--- config.mk ---
export PLATFORM = sky130hd
export DESIGN_NAME = bhpq_ctrl
export DESIGN_NICKNAME = d
export VERILOG_FILES = /design/src/hdl/bhpq_pkg.sv /design/src/hdl/bhpq_ctrl.sv
export SDC_FILE = /design/constraint.sdc
export NUM_CORES = 1
export LEC_CHECK = 0
export BUFFER_PORTS_ARGS = -buffer_cell sky130_fd_sc_hd__buf_2
export CAP_MARGIN = 20
export CORE_MARGIN = 2
export CORE_UTILIZATION = 45
export CTS_BUF_LIST = sky130_fd_sc_hd__clkbuf_16
export CTS_CLUSTER_DIAMETER = 30
export DETAILED_ROUTE_END_ITERATION = 6
export GPL_TIMING_DRIVEN = 0
export PLACE_DENSITY_LB_ADDON = 0.1
export SYNTH_ARGS = -nofsm -noshare
export SYNTH_HDL_FRONTEND = slang
export SYNTH_SLANG_ARGS = --single-unit
--- constraint.sdc ---
create_clock -name i_clk -period 16.7 [get_ports i_clk]
set_input_delay 1.67 -clock i_clk [delete_from_list [all_inputs] [get_ports i_clk]]
set_output_delay 1.67 -clock i_clk [all_outputs]
set_load 0.005 [all_outputs]
--- src/hdl/bhpq_pkg.sv ---
package bhpq_pkg;

    localparam int DATA_WIDTH = 32;
    localparam int CAPACITY   = 1024;
    localparam int FILL_WIDTH = 11;

    localparam logic KIND_INSERT = 1'b0;
    localparam logic KIND_REMOVE = 1'b1;

    localparam logic [1:0] STATUS_OK    = 2'd0;
    localparam logic [1:0] STATUS_EMPTY = 2'd1;
    localparam logic [1:0] STATUS_FULL  = 2'd2;

    typedef struct packed {
        logic                          kind;
        logic signed [DATA_WIDTH-1:0]  value;
    } t_in_item;

    typedef struct packed {
        logic signed [DATA_WIDTH-1:0]  result_value;
        logic [1:0]                    status;
        logic [FILL_WIDTH-1:0]         fill_count;
    } t_out_item;

    function automatic logic sorts_first(
        input logic signed [DATA_WIDTH-1:0] a,
        input logic signed [DATA_WIDTH-1:0] b,
        input logic                         min_order
    );
        return min_order ? (a > b) : (a < b);
    endfunction

endpackage

--- src/hdl/bhpq_ctrl.sv ---
module bhpq_ctrl #(
    parameter int CAPACITY = 1024
) (
    input  logic                        i_clk,
    input  logic                        i_rst_n,
    input  logic                        i_min_order,
    input  logic                        i_valid,
    output logic                        o_ready,
    input  bhpq_pkg::t_in_item          i_item,
    output logic                        o_res_valid,
    input  logic                        i_res_ready,
    output bhpq_pkg::t_out_item         o_res,
    output logic                        o_we,
    output logic [$clog2(CAPACITY)-1:0] o_waddr,
    output logic [bhpq_pkg::DATA_WIDTH-1:0] o_wdata,
    output logic [$clog2(CAPACITY)-1:0] o_raddr_a,
    output logic [$clog2(CAPACITY)-1:0] o_raddr_b,
    input  logic [bhpq_pkg::DATA_WIDTH-1:0] i_rdata_a,
    input  logic [bhpq_pkg::DATA_WIDTH-1:0] i_rdata_b
);

    import bhpq_pkg::*;

    localparam int AW = $clog2(CAPACITY);
    localparam int CW = $clog2(CAPACITY + 1);
    localparam int XW = CW + 1;

    localparam logic [2:0] ST_IDLE    = 3'd0;
    localparam logic [2:0] ST_UP_CMP  = 3'd1;
    localparam logic [2:0] ST_DN_LOAD = 3'd2;
    localparam logic [2:0] ST_DN_CMP  = 3'd3;
    localparam logic [2:0] ST_WRITE   = 3'd4;
    localparam logic [2:0] ST_DONE    = 3'd5;

    logic [2:0]                   r_state, n_state;
    logic [CW-1:0]                r_count, n_count;
    logic [CW-1:0]                r_cur, n_cur;
    logic [XW-1:0]                r_ch, n_ch;
    logic signed [DATA_WIDTH-1:0] r_val, n_val;
    t_out_item                    r_res, n_res;

    logic [CW-1:0]                count_inc;
    logic [CW-1:0]                count_dec;
    logic [CW-1:0]                ins_par;
    logic [CW-1:0]                up_par;
    logic [CW-1:0]                up_gpar;
    logic signed [DATA_WIDTH-1:0] c1;
    logic signed [DATA_WIDTH-1:0] c2;
    logic [XW-1:0]                ch_next;
    logic [XW-1:0]                sel;
    logic signed [DATA_WIDTH-1:0] sel_val;
    logic [XW-1:0]                nch;
    logic [XW-1:0]                nch_b;

    always_comb begin
        count_inc = r_count + CW'(1);
        count_dec = r_count - CW'(1);
        ins_par   = count_dec >> 1;
        up_par    = (r_cur - CW'(1)) >> 1;
        up_gpar   = (up_par - CW'(1)) >> 1;
        c1        = $signed(i_rdata_a);
        c2        = $signed(i_rdata_b);
        ch_next   = r_ch + XW'(1);
        if ((ch_next < XW'(r_count)) && sorts_first(c1, c2, i_min_order)) begin
            sel     = ch_next;
            sel_val = c2;
        end else begin
            sel     = r_ch;
            sel_val = c1;
        end
        nch   = (sel << 1) + XW'(1);
        nch_b = nch + XW'(1);
    end

    always_comb begin
        n_state   = r_state;
        n_count   = r_count;
        n_cur     = r_cur;
        n_ch      = r_ch;
        n_val     = r_val;
        n_res     = r_res;
        o_we      = 1'b0;
        o_waddr   = r_cur[AW-1:0];
        o_wdata   = r_val;
        o_raddr_a = '0;
        o_raddr_b = '0;

        case (r_state)
            ST_IDLE: begin
                if (i_valid) begin
                    n_res.result_value = '0;
                    n_res.status       = STATUS_OK;
                    n_res.fill_count   = FILL_WIDTH'(r_count);
                    if (i_item.kind == KIND_INSERT) begin
                        if (r_count == CW'(CAPACITY)) begin
                            n_res.status = STATUS_FULL;
                            n_state      = ST_DONE;
                        end else begin
                            n_count          = count_inc;
                            n_res.fill_count = FILL_WIDTH'(count_inc);
                            n_val            = i_item.value;
                            n_cur            = r_count;
                            if (r_count == '0) begin
                                o_we    = 1'b1;
                                o_waddr = '0;
                                o_wdata = i_item.value;
                                n_state = ST_DONE;
                            end else begin
                                o_raddr_a = ins_par[AW-1:0];
                                n_state   = ST_UP_CMP;
                            end
                        end
                    end else begin
                        if (r_count == '0) begin
                            n_res.status = STATUS_EMPTY;
                            n_state      = ST_DONE;
                        end else begin
                            o_raddr_a = '0;
                            o_raddr_b = count_dec[AW-1:0];
                            n_count   = count_dec;
                            n_state   = ST_DN_LOAD;
                        end
                    end
                end
            end
            ST_UP_CMP: begin
                o_we = 1'b1;
                if (sorts_first(c1, r_val, i_min_order)) begin
                    o_wdata = c1;
                    n_cur   = up_par;
                    if (up_par == '0) begin
                        n_state = ST_WRITE;
                    end else begin
                        o_raddr_a = up_gpar[AW-1:0];
                    end
                end else begin
                    n_state = ST_DONE;
                end
            end
            ST_DN_LOAD: begin
                n_val              = c2;
                n_res.result_value = c1;
                n_res.status       = STATUS_OK;
                n_res.fill_count   = FILL_WIDTH'(r_count);
                n_cur              = '0;
                if (r_count == '0) begin
                    n_state = ST_DONE;
                end else if (r_count == CW'(1)) begin
                    n_state = ST_WRITE;
                end else begin
                    o_raddr_a = AW'(1);
                    o_raddr_b = AW'(2);
                    n_ch      = XW'(1);
                    n_state   = ST_DN_CMP;
                end
            end
            ST_DN_CMP: begin
                o_we = 1'b1;
                if (sorts_first(sel_val, r_val, i_min_order)) begin
                    n_state = ST_DONE;
                end else begin
                    o_wdata = sel_val;
                    n_cur   = sel[CW-1:0];
                    if (nch < XW'(r_count)) begin
                        o_raddr_a = nch[AW-1:0];
                        o_raddr_b = nch_b[AW-1:0];
                        n_ch      = nch;
                    end else begin
                        n_state = ST_WRITE;
                    end
                end
            end
            ST_WRITE: begin
                o_we    = 1'b1;
                n_state = ST_DONE;
            end
            ST_DONE: begin
                if (i_res_ready) begin
                    n_state = ST_IDLE;
                end
            end
            default: begin
                n_state = ST_IDLE;
            end
        endcase
    end

    always_ff @(posedge i_clk) begin
        if (!i_rst_n) begin
            r_state <= ST_IDLE;
            r_count <= '0;
        end else begin
            r_state <= n_state;
            r_count <= n_count;
        end
        r_cur <= n_cur;
        r_ch  <= n_ch;
        r_val <= n_val;
        r_res <= n_res;
    end

    assign o_ready     = (r_state == ST_IDLE);
    assign o_res_valid = (r_state == ST_DONE);
    assign o_res       = r_res;

endmodule

==> Yosys cells after proc, flatten, opt, wreduce, memory -nomap -nowiden <==
Index checks and enable logic that the tools add are counted.
{ "word_totals": {"regBits": 114, "inputBits": 102, "wordCells": 134, "out_inout_bits": 110} }
{ "classes": {"eq_ne": 19, "n_reduce_logical": 14, "muxes": 78, "addsub": 7, "n_lt_le_gt_ge": 8} }
{ "op_table": {"columns": ["cell", "n"], "rows": [
  ["$mux 32", 10],
  ["$mux 10", 18],
  ["$mux 11", 10],
  ["$gt 32x32->1", 3],
  ["$lt 32x32->1", 3],
  ["$pmux 32 s3", 1],
  ["$pmux 45 s2", 1],
  ["$pmux 32 s2", 1],
  ["$mux 12", 4],
  ["$mux 45", 1],
  ["$pmux 11 s4", 1],
  ["$pmux 10 s4", 1],
  ["$mux 3", 12],
  ["$pmux 10 s3", 1],
  ["$add 12x1->12 const B", 2],
  ["$lt 12x11->1", 2],
  ["$pmux 12 s2", 1],
  ["$logic_not 11->1", 2],
  ["$sub 11x1->11 const B", 2],
  ["$ne 2x2->1 const B", 9],
  ["$pmux 3 s6", 1],
  ["$add 11x1->11 const B", 1],
  ["$eq 11x1->1 const B", 1],
  ["$eq 11x11->1 const B", 1],
  ["other kinds (20)", 37]
]} }

==> Depth between registers and ports, before layout <==
{ "logic_depth": {"word_depth": 9, "depth_mapped": 29, "ltp_nobuf": 26} }

==> Worst setup path before layout <==
Ideal clock, no wire load.
{ "synth_timing": {"kind": "input to output", "startpoint": "in i_rdata_b[14] in the netlist's numbering", "endpoint": "out o_raddr_a[7]", "required_time_ns": 15.030, "slack_ns": 8.518, "cell_stages": 24, "n_path_buf": 3, "arrival_ns": 6.512, "path_cell_list": "inv_1 -> ha_1 -> a21oi_2 -> nand2_1 -> a221o_1 -> o31a_1 -> a211oi_4 -> mux2_4 -> inv_4 -> buf_2 -> mux2i_1 -> inv_1 -> ha_1 -> nand4_1 -> nor4_1 -> a21bo_2 -> and2_1 -> o21ai_0 -> a211o_1 -> clkbuf_1 -> and4b_1 -> nor2_1 -> clkbuf_1 -> o221ai_1"} }
{ "synth_between": {"elab_chain_cells": 9, "elab_cells_between_ends": 14, "classes_between": "add/sub (1); order compare (5); mux (7); reduce/logical (1)"} }
{ "synth_lines": {"columns": ["element", "line", "text"], "rows": [
  ["start, declared", "bhpq_ctrl.sv:19", "input logic [bhpq_pkg::DATA_WIDTH-1:0] i_rdata_b"],
  ["$lt 32x32->1 or $gt 32x32->1 (tied branches)", "bhpq_pkg.sv:30", "return min_order ? (a > b) : (a < b);"],
  ["$mux 1", "bhpq_pkg.sv:30", null],
  ["$logic_and 1x1->1", "bhpq_ctrl.sv:64", "if ((ch_next < XW'(r_count)) && sorts_first(c1, c2, i_min_order)) begin"],
  ["$mux 11", "bhpq_ctrl.sv:64", null],
  ["$add 12x1->12", "bhpq_ctrl.sv:71", "nch = (sel << 1) + XW'(1);"],
  ["$lt 12x11->1", "bhpq_ctrl.sv:164", "if (nch < XW'(r_count)) begin"],
  ["$mux 10", "bhpq_ctrl.sv:164", null],
  ["$mux 10 (*)", "bhpq_ctrl.sv:159", "if (sorts_first(sel_val, r_val, i_min_order)) begin"],
  ["$pmux 10 s4 (*)", "bhpq_ctrl.sv:88", "case (r_state)"],
  ["end, declared", "bhpq_ctrl.sv:16", "output logic [$clog2(CAPACITY)-1:0] o_raddr_a,"]
]} }
Mark *: on every way between the ends. The rest lies on a longest branch, timed or not.

==> Worst setup path after layout <==
{ "layout_timing": {"startpoint": "in i_rdata_b[30] in the netlist's numbering", "endpoint": "out o_raddr_a[7]"} }
{ "layout_between": {"elab_chain_cells": 9, "elab_cells_between_ends": 14, "classes_between": "add/sub (1); order compare (5); mux (7); reduce/logical (1)"} }
{ "layout_lines": {"columns": ["element", "line", "text"], "rows": [
  ["$lt 32x32->1 or $gt 32x32->1 (tied branches)", "bhpq_pkg.sv:30", null],
  ["$mux 1 (*)", "bhpq_pkg.sv:30", null],
  ["$logic_and 1x1->1 (*)", "bhpq_ctrl.sv:64", null],
  ["$mux 11 (*)", "bhpq_ctrl.sv:64", null],
  ["$add 12x1->12 (*)", "bhpq_ctrl.sv:71", null],
  ["net nch[1]", "bhpq_ctrl.sv:52", "logic [XW-1:0] nch;"],
  ["$lt 12x11->1 (*)", "bhpq_ctrl.sv:164", null],
  ["$mux 10 (*)", "bhpq_ctrl.sv:164", null],
  ["$mux 10 (*)", "bhpq_ctrl.sv:159", null],
  ["$pmux 10 s4 (*)", "bhpq_ctrl.sv:88", null]
]} }
Mark *: on every way through the listed nets, which the timed path passes. The rest lies on a longest branch.

==> results.md <==
- In this run the biggest area consumer among cell types represents a little over a quarter of the synthesized area.
- The flow ran to the end, and the final reports show no timing, DRC or antenna violations.
- The first global-routing pass estimated 63100 um of wire.
- The cell type contributing the most total cell area after synthesis is sky130_fd_sc_hd__edfxtp_1.
- The final route contains between 10000 and 15000 vias.
- In this run the most used layer during global routing was met2.
- The number of nets handed over by synthesis was 1492.
- The die is around 160 um tall.
- The most used flip-flop cell after synthesis is sky130_fd_sc_hd__edfxtp_1.
- The class of the most critical hold timing path is reg -> reg.
- Global routing used ~32% of the available tracks.
- The highest attainable clock frequency is 94.7 MHz.
- The post-CTS setup buffer count is 0.
- The mapped netlist covers around 11000 um2.
- The startpoint of the worst register-to-register path is r_ch[2].
- Across all register-to-register paths, the minimum setup slack is 9110 ps.
- The number of pins exceeding their max-slew limit in the final report was 0.
- The data required time at the worst endpoint is 15030 ps.
- The starting density of the core is 45.6%.
- After synthesis, the mean cell area works out to between 8 and 9 um2.
- The cell that appears most often on the critical path is sky130_fd_sc_hd__clkbuf_1.
- The worst setup path is captured at an output pin.
- The final critical-path required period is ~11000 ps.
- The number of flops mapped to enable cells by yosys is 99.
- The largest single stage delay on the critical path is roughly 750 ps.
- The synthesized instance count is 1268.
- The initial antenna violation count is 2.
- The detail-routed net length per standard cell is approximately 23 um.
- Detailed placement ended at an HPWL of approximately 33000 um.
- The relative slew slack is a little under a third.
- After routing the design area is between 10000 and 15000 um2.
- After detailed routing, the number of vias per cell comes to about 6.0.
- The share of post-route cells with drive strength above 1 is 20.3%.
- The worst slack at placement is about 6400 ps.
- Summing the sequential cell areas from Yosys gives between 20% and 30% of the chip area.
- The post-cts repair resize count is 0.
- In this run the worst path has a maximum fanout of 10.
- The post-detailed-routing wire length is about 42000 um.
- Entering global routing, the biggest net connects 35 pins.
- The die footprint is ~26000 um2.
- The count of warnings emitted by yosys is 0.
- Setup repair after global routing left no endpoint under its margin.
- Cells fill 54.5% of the core in the end.
- The arrival time at the worst endpoint is 8890 ps.
- The number of global-route vias before repair is ~11000.
- CTS built an H-tree with a depth of 4.
- For this run, global-route usage on met2 was measured as a little under 50%.
- The clock passes through at most 2 buffers.
- For this design, the slowest cell found on the critical path is sky130_fd_sc_hd__nor4_1.
- Buffers inserted to repair hold after CTS numbered 0.
- Global routing used a little under half of the available met1 tracks.
- After synthesis, the cell types taking the most area are sky130_fd_sc_hd__edfxtp_1 27%, sky130_fd_sc_hd__ha_1 14%, sky130_fd_sc_hd__a21oi_1 4.8%.
- The net count reported at finish is approximately 1700.
- The worst vdd rail ir drop is about 0.078 mV.
- For the pin with the worst max-slew slack, the measured transition is about 1000 ps.
- The tree built by TritonCTS fans out to 113 sinks.
- The worst setup margin is 6140 ps.
- In this run the critical register-to-register path is captured at r_ch[2].
- The buffer type at the clock tree root is sky130_fd_sc_hd__clkbuf_16.
- The worst setup path is launched from an input pin.
- The tool flagged a number of max-cap violations equal to 0.
- The synthesized design contains between 100 and 150 register bits.
- Setup violations remaining at the end of the flow were counted as 0.
- The share of async-settable or async-resettable flops after synthesis is 0%.
- On the final layout, the worst clock skew is approximately 19 ps.
- The depth of the worst register-to-register path is 27.
- In this run, the number of DRC markers left after iteration 0 of detailed routing was 1266.
- The total overflow reported by the global router is 0.
- The netlist uses a little over 70 different library cells.
- Clock-pin slew was measured on the worst setup and hold paths at about 60 ps.
- TritonCTS built the clock tree.
- In the final timing run, aggregate negative setup slack is 0 ps.
- The worst setup path is of the in -> out kind.
- Once placement finished, the instance area stood at about 13000 um2.
- For this run, design rule violations remaining after detail routing come to 0.
- The insertion delay of the later-clocked pin in the worst-skew pair is between 400 and 500 ps.
- At the end of routability-driven placement, the weighted congestion stood at 0.960.
- The power density over the cells is between 150 and 200 nW/um2.
- In this run the worst setup path begins at i_rdata_b[30].
- The core region is 24200 um2.
- The leakage power of the design is ~6 nW.
- Global routing used approximately 7.3% of the available met3 tracks.
- Dividing the final minimum period by the clock period gives 63.2%.
- The final number of hold-violating endpoints is 0.
- The port buffer count is between 200 and 250.
- The first TritonRoute pass finished after 6 iterations.
- The number of rows in the core area is 57.
- The area growth from synthesis to layout is 19.5%.
- The timing endpoint of the critical path is o_raddr_a[7].
- The die boundary width is 161 um.
- During I/O placement, the number of pins put on the boundary was ~210.
- The number of buffers added by the clock tree synthesis step is 17.
- The remaining antenna violation count after routing is 0.
worst min path at each step:
stage | startpoint | endpoint | slack [ps] | cells after the start
6_report | r_count[4] | o_res[4] | 670 | 1
5_1_grt | r_count[4] | o_res[4] | 710 | 1
4_1_cts | r_count[4] | o_res[4] | 650 | 1
3_5_place_dp | r_count[4] | o_res[4] | 650 | 1
3_3_place_gp | r_count[4] | o_res[4] | 640 | 1
2_1_floorplan | r_count[4] | o_res[4] | 580 | 1
layout make-up:
class                           count  area, um2
Fill cell                        2290      11000
Multi-Input combinational cell    945       6970
Sequential cell                   113       3250
Timing Repair Buffer              215       1110
Inverter                          134        505
Clock buffer                       17        425
Tap cell                          324        405
Buffer                             76        307
Clock inverter                     15        194
Antenna cell                        2       5.00
placed cells by master, fill, tap and decap left out, types with 5 or more instances in the layout:
cell type                     n
sky130_fd_sc_hd__nor2_1      64
sky130_fd_sc_hd__and3_1      38
sky130_fd_sc_hd__buf_1        6
sky130_fd_sc_hd__a221o_1      5
sky130_fd_sc_hd__a31oi_1      5
sky130_fd_sc_hd__o211ai_1    20
sky130_fd_sc_hd__mux2i_1     53
sky130_fd_sc_hd__nor4_1      11
sky130_fd_sc_hd__xnor2_1     39
sky130_fd_sc_hd__dfxtp_1     14
sky130_fd_sc_hd__a21o_1      13
sky130_fd_sc_hd__nor3_1      27
sky130_fd_sc_hd__o21ai_0     45
sky130_fd_sc_hd__o22ai_1      8
sky130_fd_sc_hd__a221oi_1    17
sky130_fd_sc_hd__clkbuf_1    58
sky130_fd_sc_hd__xor2_1      16
sky130_fd_sc_hd__a22o_1       9
sky130_fd_sc_hd__clkbuf_16   17
sky130_fd_sc_hd__o21a_1      22
sky130_fd_sc_hd__and2_1      10
sky130_fd_sc_hd__edfxtp_1    99
sky130_fd_sc_hd__a21oi_1    106
sky130_fd_sc_hd__nor2b_1     21
sky130_fd_sc_hd__or3_1        8
sky130_fd_sc_hd__inv_1      134
sky130_fd_sc_hd__mux2_2      32
sky130_fd_sc_hd__nand2_1     89
sky130_fd_sc_hd__nand3_1     33
sky130_fd_sc_hd__o32a_1      17
sky130_fd_sc_hd__a22oi_1      6
sky130_fd_sc_hd__nand4_1     26
sky130_fd_sc_hd__buf_2      220
sky130_fd_sc_hd__ha_1       122
sky130_fd_sc_hd__o221ai_1    21
cell usage after synthesis, drive strengths merged (9+ instances only):
cell type	number
nand4	26
ha	122
xor2	17
o32a	17
nand2	91
and3	38
a21oi	107
edfxtp	99
clkbuf	58
buf	18
o221ai	21
a22o	9
dfxtp	14
o211ai	20
nor2	64
a21o	13
mux2i	53
nor3	28
nor2b	21
and2	11
inv	134
nor4	11
xnor2	40
nand3	33
mux2	33
o21ai	46
a221oi	17
o21a	22
report_power, final:
group	switching [W]	internal [W]	total (W)
registers	0.0000388	0.000419	0.000458
logic	0.000782	0.000476	0.00126
clock network	0.000155	0.000249	0.000404
total	0.000976	0.00114	0.00212
sequential cells by signal, summed over array words and instances (netlist names):
signal and flops:
o_res 45, r_val 32, r_ch 11, r_count 11
r_cur 11, r_state 3
worst max-delay path: cells and delay by family:
family                   cells  cell delay (ps)
adder cells (fa/ha/maj)      2              580
AND/OR/NAND/NOR              9             2440
multiplexers                 1              320
AO/OA/AOI/OAI                7             1660
buffers and inverters        8             2200
kinds of logic (layout without fill, tap and decap cells):
| logic type | count (synthesis) | in the layout | synth area share (%) |
|---|---|---|---|
| AOI/OAI and AO/OA | 330 | 330 | 20.5 |
| buffers and inverters | 210 | 457 | 7.37 |
| muxes | 86 | 86 | 8.22 |
| other | 0 | 2 | 0 |
| and+or+nand+nor | 350 | 350 | 15.9 |
| xor gates and xnor gates | 57 | 57 | 4.66 |
| DFF | 113 | 113 | 29.5 |
| adders and majority gates | 122 | 122 | 13.8 |
routing by layer:
metal | up-vias | routed length (um)
met5 | - | 0
met4 | 0 | 961
met3 | 67 | 4050
met2 | 561 | 18100
met1 | 5275 | 18800
li1 | 5166 | -
metrics by stage:
| step | total power, W | hold slack, ps | cells |
|---|---|---|---|
| after floorplan | 0.00122 | 578 | 1268 |
| after global placement | 0.00167 | 641 | 1801 |
| after detailed placement | 0.00169 | 645 | 1806 |
| after CTS | 0.00209 | 651 | 1838 |
| after global routing | 0.00225 | 714 | 1839 |
| final | 0.00212 | 665 | 1841 |
No activity file was read; power rests on OpenSTA's default activity.
